**config.mk**
```make
export PLATFORM = sky130hd
export DESIGN_NAME = tccs_regs
export DESIGN_NICKNAME = d
export VERILOG_FILES = /design/src/sv/tccs_pkg.sv /design/src/sv/tccs_regs.sv
export SDC_FILE = /design/constraint.sdc
export NUM_CORES = 1
export LEC_CHECK = 0
export CAP_MARGIN = 20
export CORE_UTILIZATION = 40
export CTS_CLUSTER_DIAMETER = 50
export CTS_CLUSTER_SIZE = 20
export DETAILED_ROUTE_END_ITERATION = 10
export DONT_BUFFER_PORTS = 1
export GPL_ROUTABILITY_DRIVEN = 0
export PLACE_DENSITY_LB_ADDON = 0.2
export REMOVE_ABC_BUFFERS = 1
export SLEW_MARGIN = 20
export SYNTH_ARGS = -nofsm -noshare
export SYNTH_HDL_FRONTEND = slang
export SYNTH_SLANG_ARGS = --single-unit
```
**constraint.sdc**
```tcl
create_clock -name clk -period 1 [get_ports clk]
set_input_delay 0.05 -clock clk [delete_from_list [all_inputs] [get_ports clk]]
set_output_delay 0.05 -clock clk [all_outputs]
set_load 0.005 [all_outputs]
```
**src/sv/tccs_pkg.sv**
```systemverilog
// package: geometry, codes, word types and control structs of the text console unit
`default_nettype none

package tccs_pkg;

    // screen geometry
    localparam int WIDTH      = 80;
    localparam int HEIGHT     = 25;
    localparam int CELLS      = WIDTH * HEIGHT;
    localparam int COPY_LEN   = (HEIGHT - 2) * WIDTH;
    localparam int SCROLL_END = (HEIGHT - 1) * WIDTH;
    localparam int ADDR_W     = $clog2(CELLS);
    localparam int CNT_W      = $clog2(CELLS + 1);

    // fixed field widths
    localparam int ROW_W   = 5;
    localparam int COL_W   = 7;
    localparam int POS_W   = 11;
    localparam int CELL_W  = 16;
    localparam int LIN_W   = ROW_W + COL_W;
    localparam int PADDR_W = 3;
    localparam int PDATA_W = 32;

    // character codes
    localparam logic [7:0] CH_BS    = 8'h08;
    localparam logic [7:0] CH_LF    = 8'h0A;
    localparam logic [7:0] CH_SPACE = 8'h20;

    // register reset values
    localparam logic [3:0] RESET_FG = 4'd7;
    localparam logic [3:0] RESET_BG = 4'd0;
    localparam logic [CELL_W-1:0] RESET_BLANK = {RESET_BG, RESET_FG, CH_SPACE};

    // register indexes
    localparam logic REG_FG = 1'b0;
    localparam logic REG_BG = 1'b1;

    typedef enum logic [1:0] {
        FN_PUT   = 2'd0,
        FN_CLEAR = 2'd1,
        FN_READ  = 2'd2,
        FN_WRITE = 2'd3
    } func_t;

    typedef struct packed {
        func_t            func;
        logic [7:0]       ch;
        logic [7:0]       attribute;
        logic [ROW_W-1:0] row;
        logic [COL_W-1:0] col;
    } req_t;

    typedef struct packed {
        logic [ROW_W-1:0]  cursor_row;
        logic [COL_W-1:0]  cursor_col;
        logic [POS_W-1:0]  cursor_pos;
        logic [CELL_W-1:0] cell_data;
        logic              scrolled;
        logic              write_done;
    } rsp_t;

    typedef struct packed {
        logic load;
        logic exec;
        logic fill;
        logic init;
        logic scroll;
        logic finish;
    } dp_cmd_t;

    typedef struct packed {
        func_t func;
        logic  need_scroll;
        logic  fill_last;
        logic  scroll_last;
    } dp_stat_t;

endpackage

`default_nettype wire

```
**src/sv/tccs_regs.sv**
```systemverilog
// configuration registers: default colors of blank cells
`default_nettype none

module tccs_regs
    import tccs_pkg::*;
(
    input  wire logic               clk,
    input  wire logic               rst_n,
    input  wire logic               psel,
    input  wire logic               penable,
    input  wire logic               pwrite,
    input  wire logic [PADDR_W-1:0] paddr,
    input  wire logic [PDATA_W-1:0] pwdata,
    output logic      [PDATA_W-1:0] prdata,
    output logic      [CELL_W-1:0]  blank
);

    logic [3:0] fg_reg;
    logic [3:0] bg_reg;
    logic       wr_en;
    logic       sel;

    assign wr_en = psel && penable && pwrite;
    assign sel   = paddr[2];

    // register writes
    always_ff @(posedge clk or negedge rst_n)
    begin
        if (!rst_n)
        begin
            fg_reg <= RESET_FG;
            bg_reg <= RESET_BG;
        end
        else if (wr_en)
        begin
            case (sel)
                REG_FG:  fg_reg <= pwdata[3:0];
                REG_BG:  bg_reg <= pwdata[3:0];
                default: ;
            endcase
        end
    end

    // read mux
    always_comb
    begin
        case (sel)
            REG_FG:  prdata = PDATA_W'(fg_reg);
            REG_BG:  prdata = PDATA_W'(bg_reg);
            default: prdata = '0;
        endcase
    end

    assign blank = {bg_reg, fg_reg, CH_SPACE};

endmodule

`default_nettype wire

```
==> flow_summary_export.csv <==
group,metric,value,unit
status,outcome,"complete, but fails checks",
status,failed_checks,"negative setup slack",
setup_path,reg2regPathDepth,1,
route,via_to_cell_ratio,3.96,
route,routed_wire_length_per_instance,9.93,um
layout,fin_cells,83,
clock_tree,cts_tree,"done",
sta,timing.final.setup_violations,1,
route,via_count,329,
setup_path,critical_path.slowest_cell,"dfstp_2",
clock_tree,cts.sinks,8,
floorplanning,num_io_pins,88,
setup_path,r2r_setup_slack,210,ps
setup_path,cell_by_cell_trace_of_the_critical_path,"mux2_4",
min_path,worstHoldStart,"penable",
floorplanning,die-width,42.4,um
layout,antenna_fix_cells,0,
setup_path,timing.critical_path.arrival,950,ps
synth,yosys.area.top_type_share,41.4,%
clock_tree,max-clock-path-buffers,2,
min_path,worst_hold_path_type,"in -> reg",
global_route,global_route_wire_length_before_repair,1230,um
synth,post-synth-top-area-cell,"buf_4",
layout,final_cell_mix,"conb_1, mux2_2, dfrtp_1, dlygate4sd3_1, mux2_4",
route,drcViolationCount,0,
clock_tree,cts_made_buffers,3,
clock_tree,htreeDepth,1,
setup_path,timing.setup.critical_path_class,"reg -> out",
route,drtPass1Iterations,1,
sta,clock.fmax,997,MHz
layout,layout.filler_cells,156,
min_path,hold-path-endpoint,"fg_reg[3]",
route,route.antenna.remaining_nets,0,
synth,syn-cell-area,653,sq um
setup_path,reg2reg_to,"bg_reg[2]",
sta,final_max_slew_viol_count,0,
power,p_per_area,1530,nW/um^2
global_route,number_of_antenna_violations_at_the_first_check_in_global_routing,0,
setup_path,worstPathMaxFanout,3,
sta,worst_slack,-2.87,ps
placement,dp.cells,74,
synth,post_syn_area_per_cell,10.9,sq um
synth,post_synth_num_cell_types,7,
synth,synth_top_cells_by_area,"buf_4, mux2_2, dfrtp_1, dfstp_2, nand4b_4",
floorplanning,die_h,42.4,um
setup_path,critPathTopFamily,"flip-flops",
clock_tree,worst_skew_late_latency,240,ps
sta,fin_worst_skew,0,ps
floorplanning,initial_standard_cell_utilization_of_the_core,42.9,%
min_path,hold_depth,2,
setup_path,crit_buf_inv,0,
floorplanning,coreArea,1520,sq um
synth,syn_inst,60,
power,power.leakage,0.000333,uW
layout,finalNetCount,108,
global_route,grt_pass1_vias,294,
layout,layout.area.seq,204,sq um
placement,dpl_worst_slack,218,ps
sta,rsz0062_at_grt,"true",
placement,place.port_buffers,0,
layout,syn2layout_area_growth,-4.79,%
global_route,grt_max_degree,9,
global_route,grt.overflow.total,0,
setup_path,crit_path_end_kind,"primary output",
layout,multi_input_comb_area,322,sq um
setup_path,reg2reg_from,"bg_reg[2]",
clock_tree,postCtsSetupRepairBufs,0,
route,first_drt_iteration_drcs,0,
synth,register_area_share_after_synthesis,31.2,%
clock_tree,clk_pin_slew_worst_paths,60,ps
power,p_total,950,uW
floorplanning,fp.dieArea,1800,sq um
global_route,groute.usage.overall,9.65,%
synth,post_synthesis_register_bit_count,8,
setup_path,max_stage_delay,550,ps
sta,finalHoldViolCount,0,
sta,fin_crit_sh,100,%
route,drt_wl_total,824,um
placement,post-dp-hpwl,635,um
floorplanning,placementRows,14,
setup_path,timing.critical_path.from_type,"flip-flop",
synth,yosysWarnings,0,
sta,fin_crit,1000,ps
layout,layout_commonest_cell,"conb_1",
setup_path,worst_ep_required_time,950,ps
run,drv.max_cap_violation_count,0,
clock_tree,cts-root-buf,"clkbuf_4",
layout,post_route_cells_drive_above_1_share,29.9,%
power,max_ir_drop_vdd,0.852,mV
[power breakdown]
| part | total (uW) | internal [uW] | leakage [uW] | switching, uW |
|---|---|---|---|---|
| logic | 205 | 124 | 0.000227 | 80.6 |
| clock network | 260 | 152 | 0.0000150 | 108 |
| registers | 485 | 417 | 0.0000915 | 68.4 |
| total | 950 | 693 | 0.000333 | 257 |
[cells by family after synthesis]
kind of cell	after synthesis	share of synthesized area, %
flip-flops	8	31.2
other	2	1.15
buffers and inverters	36	41.4
AND/OR/NAND/NOR	2	5.55
multiplexers	12	20.7
[through the flow]
stage	TNS (ps)	cell area (sq um)	hold slack, ps	util, %
after CTS	-32.7	618	61.6	40.6
after global routing	-112	622	67.3	40.8
after floorplan	0	510	-246	-
after global placement	0	531	-245	34.8
final	-2.87	622	68.4	40.8
after detailed placement	0	531	-245	34.8
[cell usage after synthesis]
| cell type | instances |
|---|---|
| dfrtp_1 | 5 |
| dfstp_2 | 3 |
| conb_1 | 2 |
| buf_4 | 36 |
| mux2_2 | 12 |
| nand4b_4 | 1 |
| nand4_2 | 1 |
[cell type report]
type                    count  share of cell area (%)
clock buffers               4                    4.23
multi-input cells          50                    51.7
flip-flops and latches      8                    32.8
repair buffers              5                    8.05
well taps                  16                    3.22
[worst max-delay path by stage]
| stage | from | to | depth (start not counted) |
|---|---|---|---|
| after floorplan | fg_reg[3] | fg_reg[3] | 1 |
| after global placement | fg_reg[3] | fg_reg[3] | 1 |
| after detailed placement | fg_reg[3] | fg_reg[3] | 1 |
| after CTS | fg_reg[2] | prdata[2] | 1 |
| after global routing | fg_reg[3] | prdata[3] | 1 |
| final | fg_reg[2] | prdata[2] | 1 |
[per-layer routing]
| layer | vias to the layer above | part of all wire (%) | GRT usage (%) | wire (um) |
|---|---|---|---|---|
| li1 | 135 | - | - | - |
| met1 | 151 | 37 | 11.6 | 302 |
| met5 | - | 0 | 0 | 0 |
| met3 | 0 | 15 | 5.60 | 126 |
| met2 | 43 | 48 | 14.2 | 396 |
| met4 | 0 | 0 | 3.75 | 0 |
[what timing repair did]
action	4_1_cts	5_1_grt
gates resized for setup	3	1
hold endpoints to repair	16	0
hold buffers	5	0
setup endpoints to repair	4	4
Power figures use the tool's default switching activity.
