**src/sv/tccs_pkg.sv**
```systemverilog
// package: geometry, codes, word types and control structs of the text console unit
`default_nettype none

package tccs_pkg;

    // screen geometry
    localparam int WIDTH      = 80;
    localparam int HEIGHT     = 25;
    localparam int CELLS      = WIDTH * HEIGHT;
    localparam int COPY_LEN   = (HEIGHT - 2) * WIDTH;
    localparam int SCROLL_END = (HEIGHT - 1) * WIDTH;
    localparam int ADDR_W     = $clog2(CELLS);
    localparam int CNT_W      = $clog2(CELLS + 1);

    // fixed field widths
    localparam int ROW_W   = 5;
    localparam int COL_W   = 7;
    localparam int POS_W   = 11;
    localparam int CELL_W  = 16;
    localparam int LIN_W   = ROW_W + COL_W;
    localparam int PADDR_W = 3;
    localparam int PDATA_W = 32;

    // character codes
    localparam logic [7:0] CH_BS    = 8'h08;
    localparam logic [7:0] CH_LF    = 8'h0A;
    localparam logic [7:0] CH_SPACE = 8'h20;

    // register reset values
    localparam logic [3:0] RESET_FG = 4'd7;
    localparam logic [3:0] RESET_BG = 4'd0;
    localparam logic [CELL_W-1:0] RESET_BLANK = {RESET_BG, RESET_FG, CH_SPACE};

    // register indexes
    localparam logic REG_FG = 1'b0;
    localparam logic REG_BG = 1'b1;

    typedef enum logic [1:0] {
        FN_PUT   = 2'd0,
        FN_CLEAR = 2'd1,
        FN_READ  = 2'd2,
        FN_WRITE = 2'd3
    } func_t;

    typedef struct packed {
        func_t            func;
        logic [7:0]       ch;
        logic [7:0]       attribute;
        logic [ROW_W-1:0] row;
        logic [COL_W-1:0] col;
    } req_t;

    typedef struct packed {
        logic [ROW_W-1:0]  cursor_row;
        logic [COL_W-1:0]  cursor_col;
        logic [POS_W-1:0]  cursor_pos;
        logic [CELL_W-1:0] cell_data;
        logic              scrolled;
        logic              write_done;
    } rsp_t;

    typedef struct packed {
        logic load;
        logic exec;
        logic fill;
        logic init;
        logic scroll;
        logic finish;
    } dp_cmd_t;

    typedef struct packed {
        func_t func;
        logic  need_scroll;
        logic  fill_last;
        logic  scroll_last;
    } dp_stat_t;

endpackage

`default_nettype wire

```
**src/sv/tccs_ctrl.sv**
```systemverilog
// controller: sequences each operation word and the cell store sweeps
`default_nettype none

module tccs_ctrl
    import tccs_pkg::*;
(
    input  wire logic     clk,
    input  wire logic     rst_n,
    input  wire logic     start,
    output logic          busy,
    input  wire dp_stat_t stat,
    output dp_cmd_t       cmd
);

    typedef enum logic [2:0] {
        ST_INIT,
        ST_IDLE,
        ST_EXEC,
        ST_FILL,
        ST_SCROLL,
        ST_RDWAIT
    } state_t;

    state_t state_reg;
    state_t state_next;

    // next state and commands
    always_comb
    begin
        state_next = state_reg;
        cmd        = '0;
        case (state_reg)
            ST_INIT:
            begin
                cmd.fill = 1'b1;
                cmd.init = 1'b1;
                if (stat.fill_last)
                begin
                    state_next = ST_IDLE;
                end
            end
            ST_IDLE:
            begin
                if (start)
                begin
                    cmd.load   = 1'b1;
                    state_next = ST_EXEC;
                end
            end
            ST_EXEC:
            begin
                cmd.exec = 1'b1;
                case (stat.func)
                    FN_PUT:
                    begin
                        if (stat.need_scroll)
                        begin
                            state_next = ST_SCROLL;
                        end
                        else
                        begin
                            cmd.finish = 1'b1;
                            state_next = ST_IDLE;
                        end
                    end
                    FN_CLEAR: state_next = ST_FILL;
                    FN_READ:  state_next = ST_RDWAIT;
                    default:
                    begin
                        cmd.finish = 1'b1;
                        state_next = ST_IDLE;
                    end
                endcase
            end
            ST_FILL:
            begin
                cmd.fill = 1'b1;
                if (stat.fill_last)
                begin
                    cmd.finish = 1'b1;
                    state_next = ST_IDLE;
                end
            end
            ST_SCROLL:
            begin
                cmd.scroll = 1'b1;
                if (stat.scroll_last)
                begin
                    cmd.finish = 1'b1;
                    state_next = ST_IDLE;
                end
            end
            ST_RDWAIT:
            begin
                cmd.finish = 1'b1;
                state_next = ST_IDLE;
            end
            default:
            begin
                state_next = ST_IDLE;
            end
        endcase
    end

    // state register
    always_ff @(posedge clk or negedge rst_n)
    begin
        if (!rst_n)
        begin
            state_reg <= ST_INIT;
        end
        else
        begin
            state_reg <= state_next;
        end
    end

    assign busy = (state_reg != ST_IDLE);

endmodule

`default_nettype wire

```
**config.mk**
```make
export PLATFORM = sky130hd
export DESIGN_NAME = tccs_ctrl
export DESIGN_NICKNAME = d
export VERILOG_FILES = /design/src/sv/tccs_pkg.sv /design/src/sv/tccs_ctrl.sv
export SDC_FILE = /design/constraint.sdc
export NUM_CORES = 1
export LEC_CHECK = 0
export ABC_AREA = 1
export BUFFER_PORTS_ARGS = -buffer_cell sky130_fd_sc_hd__buf_4
export CORE_AREA = 3 3 40 42
export CTS_CLUSTER_DIAMETER = 50
export CTS_CLUSTER_SIZE = 40
export DETAILED_ROUTE_END_ITERATION = 6
export DIE_AREA = 0 0 43 45
export PLACE_DENSITY_LB_ADDON = 0.08
export SETUP_SLACK_MARGIN = 0.1
export SKIP_CTS_REPAIR_TIMING = 1
export SLEW_MARGIN = 40
export SYNTH_ARGS = -nofsm -noshare
export SYNTH_HDL_FRONTEND = slang
export SYNTH_SLANG_ARGS = --single-unit
```
**constraint.sdc**
```tcl
create_clock -name clk -period 1.4 [get_ports clk]
set_input_delay 0.21 -clock clk [delete_from_list [all_inputs] [get_ports clk]]
set_output_delay 0.21 -clock clk [all_outputs]
set_load 0.01 [all_outputs]
```
==> impl_summary.md <==
Status
The run finished, with violations left. The checks that failed: negative setup slack.

Run
Across the run, the number of max-cap violations was 0.

Pwr
In this run the static leakage power is 0.3222 nW. For this design the total switching power over the nets is 0.5056 mW. The cell-internal power is 0.5848 mW. Combinational cells account for 65.7% of the total power. Of the total power, registers draw 20.6%. The worst-case IR drop observed on VDD is 471.3 uV. Dividing total power by cell area gives a power density of 1932 nW/um^2. The share of total power dissipated in the clock network is 13.7%.

Net switching is 46.37% of the power.

Floorplanning
The boundary pin count is 15. The total core area is 1285 um^2. The y dimension of the die is 45 um. Row generation in the floorplan step produced 13 rows. The initial utilization of the core area, before any placement, comes to 30.09%. The die outline area is 1935 um^2. From left edge to right edge, the die measures 43 um.

Finish
The final cell area excluding filler cells is 564.3 um^2. The area of the multi-input gates is 247.7 um^2. The final net count is 91. The register with the most flip-flops in the layout has 3 of them. Of the cells placed in the final design, the portion with a size suffix greater than 1 is 46.84%. The relative area change from synthesis to final layout is 45.95%. In the final layout, flip-flops and latches occupy 77.57 um^2. Counting the fill cells in the layout gives 146.

The repair_antennas step left the layout with diodes totalling 0.

Global route
The total global routing overflow is 0. The global-route wire length before repair is 1317 um. The number of global-route vias before repair is 348.

The initial antenna violation count is 0. The maximum number of pins on one net before global-route repair is 10. The total track usage is 8.909%.

STA
Setup repair after global routing could not meet its margin everywhere. For the pin with the worst max-slew slack, the measured transition is 0.2532 ns. Between clock sinks in the finished design, the worst skew comes to 0.003953 ns. The setup violation total in the final timing report is 2.

The least setup slack across all paths after layout is -0.03320 ns. The number of pins exceeding their max-slew limit in the final report is 0. For this run, the top clock speed supported by timing is 697.7 MHz.

The time the final worst path needs with I/O delays and setup is 1.433 ns. The number of hold violations in the final report was 0. The accumulated negative setup slack is -0.05301 ns. The final cycle utilization of the critical path is 102.4%.

The worst pin sits at a relative slew slack of 83.12%.

Worst setup path
The cell at the slowest stage of the critical path is sky130_fd_sc_hd__dfrtp_1. The launching element type of the critical path is a flip-flop. The cell that appears most often on the critical path is sky130_fd_sc_hd__o211ai_1. STA classifies the critical path endpoint as an output port. The data arrival time of the critical path is 1.22 ns. The start-to-end type of the worst setup path is reg -> out. For this run, the slowest stage of the critical path takes 0.40 ns. For the worst setup path, the data required time is 1.19 ns. Traced cell by cell, the critical path runs through inv_2, nand2_2, nor2_4, o211ai_1, o211ai_1, buf_4. The peak fanout along the critical path is 5.

Clock network
The clock latency on the worst-skew pair is 0.23 ns. The clock tree from TritonCTS is done. The CTS clock-pin slew for the worst setup and hold paths is 0.04 ns.

The clock drives 3 sinks. TritonCTS created 3 clock buffers. The clock tree root buffer cell is sky130_fd_sc_hd__clkbuf_4. CTS built an H-tree with a depth of 1. The maximum buffer depth of the clock tree is 2.

Placement
At the placement stage, the worst setup path has a slack of 0.04758 ns. Detailed placement ended at an HPWL of 649.4 um. Buffers placed on the I/O ports in this run total 14.

Routability-driven placement finished with a final weighted congestion of 0.7128. After detailed placement, the total cell area comes to 495.5 um^2.

Logic synthesis
For this run, the number of Yosys warnings is 0. Synthesis inferred 3 register bits. The synthesized netlist contains 18 unique library cells.

The share of synthesized area in the top cell type comes to 19.42%. The number of nets produced by synthesis is 68. The biggest area contributor in the post-synthesis netlist is sky130_fd_sc_hd__dfrtp_1. After synthesis, the cell types taking the most area are sky130_fd_sc_hd__dfrtp_1, sky130_fd_sc_hd__nand2_1, sky130_fd_sc_hd__ha_1. The post-synthesis average cell area is 6.783 um^2. Summing every instance area after synthesis gives 386.6 um^2. The sequential area share after synthesis is 19.42%. The post-synthesis instance total is 57.

Detailed routing
The number of vias after detailed routing is 394. For this run, design rule violations remaining after detail routing come to 0. For this block, the initial DRC count from the detailed router was 3. The number of optimization iterations in the first detailed-route pass is 4.

Using the TritonRoute via totals, the vias-per-cell ratio works out to 4.191. Dividing the detail-routed wire length by the instance count gives 8.681 um. The detail route stage leaves a number of antenna-violating nets equal to 0. The final layout contains routed wiring with a total length of 816 um.

Hold path
The worst hold path belongs to the class in -> reg.
synth_stat cells, drive strengths merged:
| cell | n |
|---|---|
| buf | 2 |
| dfrtp | 3 |
| ha | 3 |
| inv | 11 |
| nand2 | 19 |
| nand3 | 6 |
| nand4 | 1 |
| nor2 | 6 |
| nor3 | 1 |
| o211ai | 2 |
| o21ai | 3 |
path summary, 6_finish.rpt:
path,startpoint,to,slack [ns],cells past startpoint
worst min-delay path,stat[0],state_reg[2],0.28,4
worst max register to register,state_reg[1],state_reg[0],0.22,7
min in group asynchronous,rst_n,state_reg[2],0.31,2
worst min register to register,state_reg[2],state_reg[2],0.61,2
worst max-delay path,state_reg[2],cmd[0],-0.03,6
max in group asynchronous,rst_n,state_reg[0],0.99,2
power by group through the flow:
stage / combinational, mW / sequential, mW / clock (mW)
floorplan: 0.553 / 0.142 / 0
global placement: 0.652 / 0.238 / 0
detailed placement: 0.653 / 0.234 / 0
CTS: 0.654 / 0.234 / 0.155
global route: 0.798 / 0.229 / 0.159
finish: 0.717 / 0.224 / 0.149
worst max-delay path, delay by kind of cell, from the launching register on:
kind	cells	cell delay, ns
DFF	1	0.40
buffers and inverters	2	0.25
AOI/OAI and AO/OA	2	0.19
and+or+nand+nor	2	0.15
metal layers:
| metal | global-route usage (%) | routed length [um] | up-vias | part of all wire (%) |
|---|---|---|---|---|
| met5 | 0 | 0 | - | 0 |
| met4 | 3.614 | 0 | 0 | 0 |
| met3 | 1.195 | 34 | 0 | 4.2 |
| met2 | 15.57 | 403 | 7 | 49 |
| met1 | 11.08 | 378 | 165 | 46 |
| li1 | - | - | 222 | - |
logic make-up after synthesis:
family	Yosys count	share of synthesized area [%]
flip-flops	3	19.42
AO/OA/AOI/OAI	5	7.765
AND/OR/NAND/NOR	33	46.60
buffers and inverters	13	16.50
adder cells (fa/ha/maj)	3	9.710
final cells by class:
cell class                 count  area share, %
clock buffer                   4          4.656
inverter                      11          7.317
multi-input combinational     41          43.90
sequential                     3          13.75
tap                           15          3.326
timing repair buffer          20          27.05
cell usage in the layout, fill, tap and decap left out, drive strengths merged:
master,Yosys,routed
o21ai,3,3
nand2,19,19
nor3,1,1
nand4,1,1
ha,3,3
clkbuf,0,4
buf,2,19
o211ai,2,2
dfrtp,3,3
dlygate4sd3,0,1
nand3,6,6
inv,11,11
nor2,6,6
through the flow:
| step | power (mW) | cells | utilization [%] | hold slack [ns] |
|---|---|---|---|---|
| floorplan | 0.6953 | 57 | - | -0.08559 |
| global placement | 0.8901 | 85 | 38.56 | 0.0005665 |
| detailed placement | 0.8873 | 85 | 38.56 | -0.0001135 |
| CTS | 1.043 | 89 | 40.60 | -0.2472 |
| global route | 1.186 | 94 | 43.91 | 0.3088 |
| finish | 1.090 | 94 | 43.91 | 0.2850 |
Note: power is estimated with default switching activity, not from simulation.
